File: config.mk
export PLATFORM = sky130hd
export DESIGN_NAME = json_string_unescaper
export DESIGN_NICKNAME = d
export VERILOG_FILES = /design/src/sv/jsu_pkg.sv /design/src/sv/jsu_decode.sv /design/src/sv/json_string_unescaper.sv
export SDC_FILE = /design/constraint.sdc
export NUM_CORES = 1
export LEC_CHECK = 0
export BUFFER_PORTS_ARGS = -buffer_cell sky130_fd_sc_hd__buf_2
export CORE_MARGIN = 2
export CORE_UTILIZATION = 55
export CTS_CLUSTER_SIZE = 16
export DETAILED_ROUTE_END_ITERATION = 10
export GPL_TIMING_DRIVEN = 0
export PLACE_DENSITY = 0.72
export SYNTH_ARGS = -nofsm -noshare
export SYNTH_HDL_FRONTEND = slang
export SYNTH_SLANG_ARGS = --single-unit
export TNS_END_PERCENT = 1
File: constraint.sdc
create_clock -name clk -period 5.55 [get_ports clk]
set_input_delay 1.11 -clock clk [delete_from_list [all_inputs] [get_ports clk]]
set_output_delay 1.11 -clock clk [all_outputs]
set_load 0.02 [all_outputs]
File: src/sv/jsu_pkg.sv
// Shared types, codes and the UTF-8 encoder for the JSON string unescaper.
`default_nettype none

package jsu_pkg;

	typedef enum logic [1:0] {
		K_BYTE     = 2'd0,
		K_CLOSED   = 2'd1,
		K_ILLEGAL  = 2'd2,
		K_UNCLOSED = 2'd3
	} kind_t;

	typedef struct packed {
		logic [7:0] text_byte;
		logic       end_of_text;
	} item_t;

	typedef struct packed {
		kind_t      kind;
		logic [7:0] out_byte;
		logic       last;
	} result_t;

	// results caused by one input beat: up to four bytes, or one finishing code
	typedef struct packed {
		kind_t           kind;
		logic [3:0][7:0] bytes;
		logic [1:0]      last_idx;
	} grp_t;

	localparam logic [7:0] CH_QUOTE = 8'h22;
	localparam logic [7:0] CH_BSLASH = 8'h5C;
	localparam logic [15:0] SURR_LO = 16'hD800;
	localparam logic [15:0] SURR_LOW_HALF = 16'hDC00;
	localparam logic [15:0] SURR_HI = 16'hDFFF;
	// 0x10000 >> 10, added to the high surrogate field
	localparam logic [10:0] PLANE1_HI = 11'd64;

	// bit 4 set marks a valid hex digit, bits 3:0 its value
	function automatic logic [4:0] hex_value(input logic [7:0] b);
		logic [4:0] r;
		r = '0;
		if (b inside {[8'h30:8'h39]})
			r = {1'b1, 4'(b - 8'h30)};
		else if (b inside {[8'h41:8'h46]})
			r = {1'b1, 4'(b - 8'h37)};
		else if (b inside {[8'h61:8'h66]})
			r = {1'b1, 4'(b - 8'h57)};
		return r;
	endfunction

	function automatic grp_t utf8_group(input logic [20:0] cp);
		grp_t g;
		g = '0;
		g.kind = K_BYTE;
		if (cp <= 21'h7F) begin
			g.bytes[0] = cp[7:0];
			g.last_idx = 2'd0;
		end else if (cp <= 21'h7FF) begin
			g.bytes[0] = {3'b110, cp[10:6]};
			g.bytes[1] = {2'b10, cp[5:0]};
			g.last_idx = 2'd1;
		end else if (cp <= 21'hFFFF) begin
			g.bytes[0] = {4'b1110, cp[15:12]};
			g.bytes[1] = {2'b10, cp[11:6]};
			g.bytes[2] = {2'b10, cp[5:0]};
			g.last_idx = 2'd2;
		end else begin
			g.bytes[0] = {5'b11110, cp[20:18]};
			g.bytes[1] = {2'b10, cp[17:12]};
			g.bytes[2] = {2'b10, cp[11:6]};
			g.bytes[3] = {2'b10, cp[5:0]};
			g.last_idx = 2'd3;
		end
		return g;
	endfunction

endpackage

`default_nettype wire

File: src/sv/jsu_decode.sv
// Escape decoder: parse state and the result group for each accepted beat.
`default_nettype none

module jsu_decode (
	input  wire logic           clk,
	input  wire logic           arst_n,
	input  wire logic           take,
	input  wire jsu_pkg::item_t item,
	output jsu_pkg::grp_t       grp,
	output logic                push
);
	import jsu_pkg::*;

	typedef enum logic [6:0] {
		PH_OPEN       = 7'b0000001,
		PH_BODY       = 7'b0000010,
		PH_ESC        = 7'b0000100,
		PH_HEX_FIRST  = 7'b0001000,
		PH_PAIR_SLASH = 7'b0010000,
		PH_PAIR_U     = 7'b0100000,
		PH_HEX_SECOND = 7'b1000000
	} phase_t;

	phase_t      phase_q, phase_d;
	logic [1:0]  hcnt_q, hcnt_d;
	logic [15:0] acc_q, acc_d;
	logic [9:0]  hi_q, hi_d;

	logic [7:0]  b;
	logic        eot;
	logic [4:0]  hexv;
	logic [15:0] acc_nx;
	logic        fin, emit_cp, emit1;
	kind_t       fkind;
	logic [20:0] cp;
	logic [7:0]  lit;

	assign b = item.text_byte;
	assign eot = item.end_of_text;
	assign hexv = hex_value(b);
	assign acc_nx = {acc_q[11:0], hexv[3:0]};

	always_comb begin
		phase_d = phase_q;
		hcnt_d = hcnt_q;
		acc_d = acc_q;
		hi_d = hi_q;
		fin = 1'b0;
		fkind = K_ILLEGAL;
		emit_cp = 1'b0;
		emit1 = 1'b0;
		cp = '0;
		lit = b;
		case (phase_q)
			PH_BODY: begin
				if (eot) begin
					fin = 1'b1;
					fkind = K_UNCLOSED;
				end else if (b == CH_QUOTE) begin
					fin = 1'b1;
					fkind = K_CLOSED;
				end else if (b == CH_BSLASH) begin
					phase_d = PH_ESC;
				end else if (b inside {8'h08, 8'h09, 8'h0A, 8'h0C, 8'h0D}) begin
					fin = 1'b1;
				end else begin
					emit1 = 1'b1;
				end
			end
			PH_ESC: begin
				if (eot) begin
					fin = 1'b1;
					fkind = K_UNCLOSED;
				end else begin
					phase_d = PH_BODY;
					emit1 = 1'b1;
					case (b)
						8'h22: lit = 8'h22;
						8'h5C: lit = 8'h5C;
						8'h6E: lit = 8'h0A; // n
						8'h72: lit = 8'h0D; // r
						8'h74: lit = 8'h09; // t
						8'h66: lit = 8'h0C; // f
						8'h62: lit = 8'h08; // b
						8'h75, 8'h55: begin
							emit1 = 1'b0;
							phase_d = PH_HEX_FIRST;
							hcnt_d = '0;
							acc_d = '0;
						end
						default: begin
							emit1 = 1'b0;
							fin = 1'b1;
						end
					endcase
				end
			end
			PH_HEX_FIRST, PH_HEX_SECOND: begin
				if (eot || !hexv[4]) begin
					fin = 1'b1;
				end else if (hcnt_q != 2'd3) begin
					acc_d = acc_nx;
					hcnt_d = hcnt_q + 2'd1;
				end else begin
					hcnt_d = '0;
					acc_d = '0;
					if (phase_q == PH_HEX_FIRST) begin
						if (acc_nx inside {[SURR_LO:SURR_HI]}) begin
							if (acc_nx >= SURR_LOW_HALF) begin
								fin = 1'b1;
							end else begin
								hi_d = acc_nx[9:0];
								phase_d = PH_PAIR_SLASH;
							end
						end else begin
							cp = {5'd0, acc_nx};
							emit_cp = 1'b1;
							phase_d = PH_BODY;
						end
					end else begin
						if (acc_nx inside {[SURR_LOW_HALF:SURR_HI]}) begin
							cp = {11'(hi_q) + PLANE1_HI, acc_nx[9:0]};
							emit_cp = 1'b1;
							phase_d = PH_BODY;
						end else begin
							fin = 1'b1;
						end
					end
				end
			end
			PH_PAIR_SLASH: begin
				if (eot || b != CH_BSLASH)
					fin = 1'b1;
				else
					phase_d = PH_PAIR_U;
			end
			PH_PAIR_U: begin
				if (eot || b != 8'h75) begin
					fin = 1'b1;
				end else begin
					phase_d = PH_HEX_SECOND;
					hcnt_d = '0;
					acc_d = '0;
				end
			end
			default: begin
				// opening quote consumed unchecked
				if (eot) begin
					fin = 1'b1;
					fkind = K_UNCLOSED;
				end else begin
					phase_d = PH_BODY;
				end
			end
		endcase

		grp = '0;
		grp.kind = K_BYTE;
		push = 1'b0;
		if (fin) begin
			phase_d = PH_OPEN;
			hcnt_d = '0;
			acc_d = '0;
			hi_d = '0;
			grp.kind = fkind;
			push = 1'b1;
		end else if (emit_cp) begin
			grp = utf8_group(cp);
			push = 1'b1;
		end else if (emit1) begin
			grp.bytes[0] = lit;
			push = 1'b1;
		end
	end

	always_ff @(posedge clk or negedge arst_n) begin
		if (!arst_n) begin
			phase_q <= PH_OPEN;
			hcnt_q <= '0;
			acc_q <= '0;
			hi_q <= '0;
		end else if (take) begin
			phase_q <= phase_d;
			hcnt_q <= hcnt_d;
			acc_q <= acc_d;
			hi_q <= hi_d;
		end
	end

endmodule

`default_nettype wire

File: src/sv/json_string_unescaper.sv
// Top level of the JSON string unescaper: decoder, two-group result queue, byte serializer.
//
//   channel | dir | handshake                  | beat
//   item    | in  | item_valid / item_stall    | text_byte, end_of_text
//   result  | out | result_valid / result_stall| kind, out_byte, last
//
// One input beat is decoded per cycle while item_stall is low, into a group of 0 to 4 results,
// queued in a two-entry group queue; results leave one beat per cycle while result_stall is low.
// Output rate bounds throughput: each byte of an expanded item leaves as a beat of its own.
// A result appears at the earliest the cycle after its input beat is accepted.
// Reset returns to waiting for an opening quote with an empty queue.
// item_stall rises only when both queue entries hold groups.
`default_nettype none

module json_string_unescaper (
	input  wire logic             clk,
	input  wire logic             arst_n,
	input  wire logic             item_valid,
	output logic                  item_stall,
	input  wire jsu_pkg::item_t   item,
	output logic                  result_valid,
	input  wire logic             result_stall,
	output jsu_pkg::result_t      result
);
	import jsu_pkg::*;

	grp_t       dec_grp;
	logic       dec_push;
	logic       take, push, pop_beat, pop_grp;
	grp_t       gq_q [2];
	logic       wr_ptr_q, rd_ptr_q;
	logic [1:0] cnt_q;
	logic [1:0] idx_q;
	grp_t       head;

	assign item_stall = (cnt_q == 2'd2);
	assign take = item_valid && !item_stall;
	assign push = take && dec_push;

	jsu_decode u_decode (
		.clk    (clk),
		.arst_n (arst_n),
		.take   (take),
		.item   (item),
		.grp    (dec_grp),
		.push   (dec_push)
	);

	assign head = gq_q[rd_ptr_q];
	assign result_valid = (cnt_q != 2'd0);
	assign result.kind = head.kind;
	assign result.out_byte = head.bytes[idx_q];
	assign result.last = (idx_q == head.last_idx);
	assign pop_beat = result_valid && !result_stall;
	assign pop_grp = pop_beat && result.last;

	always_ff @(posedge clk) begin
		if (push)
			gq_q[wr_ptr_q] <= dec_grp;
	end

	always_ff @(posedge clk or negedge arst_n) begin
		if (!arst_n) begin
			wr_ptr_q <= 1'b0;
			rd_ptr_q <= 1'b0;
			cnt_q <= '0;
			idx_q <= '0;
		end else begin
			if (push)
				wr_ptr_q <= !wr_ptr_q;
			if (pop_grp) begin
				rd_ptr_q <= !rd_ptr_q;
				idx_q <= '0;
			end else if (pop_beat) begin
				idx_q <= idx_q + 2'd1;
			end
			cnt_q <= cnt_q + {1'b0, push} - {1'b0, pop_grp};
		end
	end

	a_cnt_bound: assert property (@(posedge clk) disable iff (!arst_n)
		cnt_q != 2'd3)
		else $error("group queue count out of range");

	a_code_alone: assert property (@(posedge clk) disable iff (!arst_n)
		result_valid && result.kind != K_BYTE |-> result.last && result.out_byte == 8'd0)
		else $error("finishing code not a lone zero-byte last beat");

	a_idx_step: assert property (@(posedge clk) disable iff (!arst_n)
		pop_beat && !result.last |=> idx_q == $past(idx_q) + 2'd1 && result_valid)
		else $error("byte index did not advance within a group");

	a_full_no_push: assert property (@(posedge clk) disable iff (!arst_n)
		cnt_q == 2'd2 && !pop_grp |=> cnt_q == 2'd2)
		else $error("full queue changed without a group leaving");

endmodule

`default_nettype wire
==> results.yml, run 1 <==
die:
  floorplan.initialDensity_pct: 56.43
  die-area_um2: 11430
  design.core.area_um2: 10320
  ioPinCount: 26
  num_rows: 37
  dieWidth_um: 106.9
  die_h_um: 106.9
min_path:
  worst_min_path_start: "cnt_q[1]"
  hold_path_class: "reg2reg"
  timing.hold.worst_path_depth: 1
  worst_hold_path.endpoint: "cnt_q[1]"
outcome:
  status: "completed"
cts:
  clkSlewWorstSetupHoldPaths_ns: 0.09
  numCtsBuffers: 9
  cts_setup_buffers: 0
  postCtsResizedCells: 0
  clock_insertion_delay_worst_skew_ns: 0.38
  cts_htree_levels: 3
  clk_path_buf_depth: 2
  clock_tree.root_cell: "sky130_fd_sc_hd__clkbuf_8"
  clock_sink_count: 101
  cts_hold_repair.buffers: 0
  cts_tree: "done"
timing:
  setup_violations: 0
  max-slew-margin-rel_pct: 20.45
  finalCritPeriodShare_pct: 82.02
  timing_worst_slew_pin_value_ns: 1.181
  finClkSkew_ns: 0.008410
  finalWorstPathRequiredPeriod_ns: 4.552
  final_worst_hold_slack_ns: 0.4929
  max_clock_freq_mhz: 219.7
  finalMaxSlewViolations: 0
  setup_repair_after_global_routing_missed_its_margin: "no"
  final_hold_vio_count: 0
worst_setup_path:
  critPathKind: "in2reg"
  timing.critical_path.from_type: "input pin"
  timing.critical_path.fanout_max: 7
  required_ns: 5.85
  timing.reg2reg.setup_slack_ns: 1.61
  timing.critical_path.to_type: "register"
  timing.critical_path.from: "item[2]"
  worst-r2r-cell-count: 12
  rr_endpoint: "cnt_q[1]"
  critical_path.max_stage_delay_ns: 0.95
  path_cells: "buf_2, inv_1, ha_1, o21bai_1, a211oi_1, nor3_1, a311oi_1, a21oi_1, o41ai_2, inv_1, ha_1, xnor2_1, xnor2_1"
  worstReg2RegStart: "u_decode.phase_q[2]"
  max_stage_delay_cell_worst_path: "sky130_fd_sc_hd__o41ai_2"
  arrival_ns: 4.85
route:
  ant_nets: 0
  post-route-drc-count: 0
  vias: 4484
  first_iter_violations: 299
  routed_length_per_placed_instance_um: 20.20
  vias_per_cell: 6.271
  route.final.wire_length_mm: 14.45
  drt_pre_antenna_iters: 5
final_layout:
  area_growth_syn_to_layout_pct: 8.720
  diodes: 0
  postLayoutCoreUtil_pct: 61.35
  drive_above_1_share_pct: 15.37
  layout.nets: 595
placement:
  post-dp-hpwl_mm: 10.79
  numPortBuffers: 24
  finalWeightedCongestion: 0.9517
power:
  static-leakage-power_uw: 0.002348
  vdd_drop_max_uv: 286.0
  p_per_area_nw_per_um2: 376.6
yosys:
  netlist_top_cells_area: "sky130_fd_sc_hd__edfxtp_1, sky130_fd_sc_hd__dfrtp_1, sky130_fd_sc_hd__mux2i_1, sky130_fd_sc_hd__mux4_2, sky130_fd_sc_hd__nor2_1"
  synth_top_cell_by_area: "sky130_fd_sc_hd__edfxtp_1"
  synth_cells: 539
  dominantRegCellSynth: "sky130_fd_sc_hd__edfxtp_1"
  post_synth_most_frequent_cells: "sky130_fd_sc_hd__edfxtp_1, sky130_fd_sc_hd__nor2_1, sky130_fd_sc_hd__nand2_1, sky130_fd_sc_hd__dfrtp_1, sky130_fd_sc_hd__mux2i_1"
  yosys_warnings: 0
  syn-num-nets: 560
  ys_types: 73
  synthDominantCellAreaShare_pct: 32.99
  yosysSeqAreaShare_pct: 48.90
  synth_seq_cells: 101
  syn_area_um2: 5826
  post_synth.cell_area_avg_um2: 10.81
  synth-edff-count: 64
  yosys.cell_count.top_type: "sky130_fd_sc_hd__edfxtp_1"
  async_flop_share_pct: 36.63
global_route:
  grt_start_max_net_pins: 38
  grt_first_pass_wirelength_mm: 23.17
  antenna_found_initial: 0
  overall_routing_resource_usage_pct: 26.90
  via_count_of_the_first_global_routing_pass: 4324
  grt_overflow: 0
run:
  cap_violations: 0
## cell families after synthesis
logic type      Yosys count  share of synthesized area (%)
fa+ha+maj                 8                          1.718
xor+xnor                 10                          1.503
mux                      59                          13.38
flops                   101                          48.90
simple gates            200                          18.06
compound gates          102                          12.18
buf+inv                  59                          4.253
## worst max path at each step
stage                     cells after the start           to
after global routing                         13     cnt_q[1]
after CTS                                    13     cnt_q[1]
after global placement                        9  gq_q[0][34]
after floorplan                               8   gq_q[0][0]
after detailed placement                     13     cnt_q[1]
final                                        13     cnt_q[1]
## metrics by stage
| step | power (uW) | setup TNS [ns] | std cells | area [um^2] | worst slack (ns) |
|---|---|---|---|---|---|
| 6_report | 2385 | 0 | 715 | 6334 | 0.9980 |
| 5_1_grt | 2515 | 0 | 715 | 6334 | 0.6484 |
| 4_1_cts | 2402 | 0 | 715 | 6334 | 1.040 |
| 3_5_place_dp | 1940 | 0 | 699 | 6131 | 0.6734 |
| 3_3_place_gp | 1907 | -31.27 | 699 | 6116 | -0.5105 |
| 2_1_floorplan | 1684 | 0 | 539 | 5826 | 0.8129 |
## placed cells by master (no fill, tap or decap), types with 14 or more instances in the layout
cell,instances
sky130_fd_sc_hd__a21oi_1,19
sky130_fd_sc_hd__buf_2,28
sky130_fd_sc_hd__clkbuf_1,23
sky130_fd_sc_hd__dfrtp_1,36
sky130_fd_sc_hd__edfxtp_1,64
sky130_fd_sc_hd__inv_1,24
sky130_fd_sc_hd__mux2i_1,34
sky130_fd_sc_hd__mux4_2,14
sky130_fd_sc_hd__nand2_1,41
sky130_fd_sc_hd__nand2b_1,14
sky130_fd_sc_hd__nand3_1,18
sky130_fd_sc_hd__nor2_1,41
sky130_fd_sc_hd__nor3_1,21
sky130_fd_sc_hd__o21ai_0,23
## cell type report
type	instances	area, um^2
tap	136	170.2
clock inverter	6	75.07
inverter	26	100.1
timing repair buffer	24	120.1
buffer	33	147.6
fill	855	3990
multi-input combinational	379	2744
sequential	101	2849
clock buffer	10	127.6
## sequential cells by signal (all words and copies together) (netlist names)
| signal | cells |
|---|---|
| gq_q | 64 |
| u_decode.acc_q | 12 |
| u_decode.hi_q | 10 |
| u_decode.phase_q | 7 |
| cnt_q | 2 |
| idx_q | 2 |
| u_decode.hcnt_q | 2 |
| rd_ptr_q | 1 |
| wr_ptr_q | 1 |
## metal layers
metal  share of wire (%)  GRT usage (%)  vias up
li1                    -              -     2087
met1                  44          37.61     2213
met2                  48          43.27      164
met3                 6.1          4.863       20
met4                 1.7          7.885        0
met5                   0              0        -
## power by group
part | switching, uW | total [uW] | leakage (uW) | internal [uW]
clock network | 253 | 465 | 0.0000969 | 212
logic | 538 | 907 | 0.00117 | 368
registers | 47.9 | 1010 | 0.00108 | 966
total | 839 | 2390 | 0.00235 | 1550
## critical path: cells and delay by family
family | cells | cell delay [ns]
adders and majority gates | 2 | 0.53
AOI/OAI and AO/OA | 5 | 2.38
buffers and inverters | 3 | 0.37
and+or+nand+nor | 1 | 0.10
xor gates and xnor gates | 2 | 0.33
(Power assumes the default switching activity.)
==> inputs of run 2 (changes only) <==
Settings changed: PLACE_DENSITY 0.72 to 0.75.
Clock period 5.55 ns to 3.7 ns, I/O delays scaled along.
==> run 2 against run 1 <==
Against the previous run:
- combinational power up 51%
- clock power up 54%
- total power up 53%
- sequential share of layout area down 0.73 points
==> results.yml, run 2 (synthesized netlist as in run 1, its figures left out) <==
outcome:
  status: "completed"
worst_setup_path:
  timing.critical_path.fanout_max: 11
  worstReg2RegStart: "u_decode.phase_q[3]"
  path_cells: "buf_2, inv_1, ha_1, nor3b_2, or3_1, a2111o_1, nand2b_4, inv_1, clkbuf_1, o22ai_1, o21a_1"
  arrival_ns: 3.73
  timing.critical_path.from_type: "input pin"
  timing.critical_path.to_type: "register"
  required_ns: 3.83
  worst-r2r-cell-count: 12
  rr_endpoint: "gq_q[1][2]"
  critical_path.max_stage_delay_ns: 0.54
  timing.reg2reg.setup_slack_ns: 0.23
  critPathMostFrequentCell: "sky130_fd_sc_hd__inv_1"
  max_stage_delay_cell_worst_path: "sky130_fd_sc_hd__a2111o_1"
  critPathKind: "in2reg"
placement:
  placed_area_um2: 6131
  place_worst_setup_slack_ns: -0.8078
  post-dp-hpwl_mm: 10.58
  numPortBuffers: 24
  finalWeightedCongestion: 0.9434
final_layout:
  largest_register_ffs: 64
  final_cell_mix: "sky130_fd_sc_hd__edfxtp_1, sky130_fd_sc_hd__nand2_1, sky130_fd_sc_hd__nor2_1, sky130_fd_sc_hd__dfrtp_1, sky130_fd_sc_hd__mux2i_1"
  diodes: 0
  largestRegisters: "gq_q x64, u_decode.acc_q x12, u_decode.hi_q x10"
  drive_above_1_share_pct: 17.70
  mostFrequentLayoutCell: "sky130_fd_sc_hd__edfxtp_1"
  area_growth_syn_to_layout_pct: 10.52
  fin_area_um2: 6439
  layout.nets: 598
  regMostFlops: "gq_q"
route:
  post-route-drc-count: 0
  first_iter_violations: 270
  ant_nets: 0
  drt_pre_antenna_iters: 5
  vias: 4508
  routed_length_per_placed_instance_um: 20.18
  vias_per_cell: 6.279
  route.final.wire_length_mm: 14.49
timing:
  setup_violations: 0
  max_clock_freq_mhz: 277.2
  finalCritPeriodShare_pct: 97.52
  finClkSkew_ns: 0.01409
  timing_worst_slew_pin_value_ns: 1.146
  max-slew-margin-rel_pct: 22.76
  final.setup.worst_slack_ns: 0.09191
  final_worst_hold_slack_ns: 0.4762
  finalMaxSlewViolations: 0
  finalSetupTns_ns: 0
  setup_repair_after_global_routing_missed_its_margin: "yes"
  final_hold_vio_count: 0
  finalWorstPathRequiredPeriod_ns: 3.608
cts:
  cts_tree: "done"
  cts_htree_levels: 3
  clock_tree.root_cell: "sky130_fd_sc_hd__clkbuf_8"
  numCtsBuffers: 9
  clock_insertion_delay_worst_skew_ns: 0.38
  clk_path_buf_depth: 2
  clock_sink_count: 101
  clkSlewWorstSetupHoldPaths_ns: 0.11
global_route:
  grt_first_pass_wirelength_mm: 23.09
  overall_routing_resource_usage_pct: 26.58
  antenna_found_initial: 0
  grt_start_max_net_pins: 38
  via_count_of_the_first_global_routing_pass: 4213
  grt_overflow: 0
run:
  cap_violations: 0
min_path:
  hold_path_class: "in2async"
die:
  ioPinCount: 26
  num_rows: 37
  floorplan.initialDensity_pct: 56.43
  die-area_um2: 11430
  die_h_um: 106.9
  dieWidth_um: 106.9
  design.core.area_um2: 10320
power:
  static-leakage-power_uw: 0.002372
  vdd_drop_max_uv: 358.8
  p_per_area_nw_per_um2: 565.7
-- run 2: changes by cell type in the layout (fill, tap and decap cells not counted), sizes merged --
cell / delta
inv: +3
nor2: +2
clkinvlp: -1
bufinv: -1
-- run 2: where the power goes --
| group | switching [uW] | internal [uW] |
|---|---|---|
| logic | 793 | 576 |
| registers | 108 | 1450 |
| clock network | 442 | 275 |
| total | 1340 | 2300 |
-- run 2: final cells by class --
class	instances	area (um^2)
multi-input combinational	381	2826
clock inverter	7	88.84
timing repair buffer	26	135.1
sequential	101	2849
fill	859	3885
inverter	26	100.1
clock buffer	9	123.9
tap	136	170.2
buffer	32	145.1
-- run 2: worst max-delay path by stage --
stage,startpoint,endpoint,slack [ns],cells past startpoint
floorplan,item[4],gq_q[0][0],-0.15,8
global placement,item[2],gq_q[0][34],-1.35,9
CTS,rd_ptr_q,result[3],-0.27,5
detailed placement,item[2],gq_q[0][35],-0.81,9
finish,item[1],gq_q[0][14],0.09,11
global route,item[1],gq_q[0][14],-0.04,11
-- run 2: routing by layer --
| metal | global-route usage, % | share of wire (%) | up-vias | wire length [um] |
|---|---|---|---|---|
| met5 | 0 | 0 | - | 0 |
| met4 | 7.792 | 2.2 | 0 | 326 |
| met3 | 3.587 | 5.6 | 21 | 806 |
| met2 | 40.58 | 47 | 161 | 6809 |
| met1 | 39.90 | 45 | 2215 | 6550 |
| li1 | - | - | 2111 | - |
-- run 2: repair_timing --
item,4_1_cts,5_1_grt
endpoints found under the setup margin,84,93
resized for setup,5,10
hold buffers,0,0
pin swaps,4,2
cloned,2,0
setup buffers,2,0
-- run 2: metrics by stage --
stage / std cells / utilization [%] / total power [uW]
final: 718 / 62.37 / 3642
after global routing: 718 / 62.37 / 3827
after CTS: 719 / 62.00 / 3652
after detailed placement: 699 / 59.39 / 2898
after global placement: 699 / 59.29 / 2855
after floorplan: 539 / - / 2537
-- run 2: critical path: cells and delay by family --
family	cells	cell delay, ns
AOI/OAI and AO/OA	3	1.00
adders and majority gates	1	0.28
and+or+nand+nor	3	0.85
buffers and inverters	4	0.87
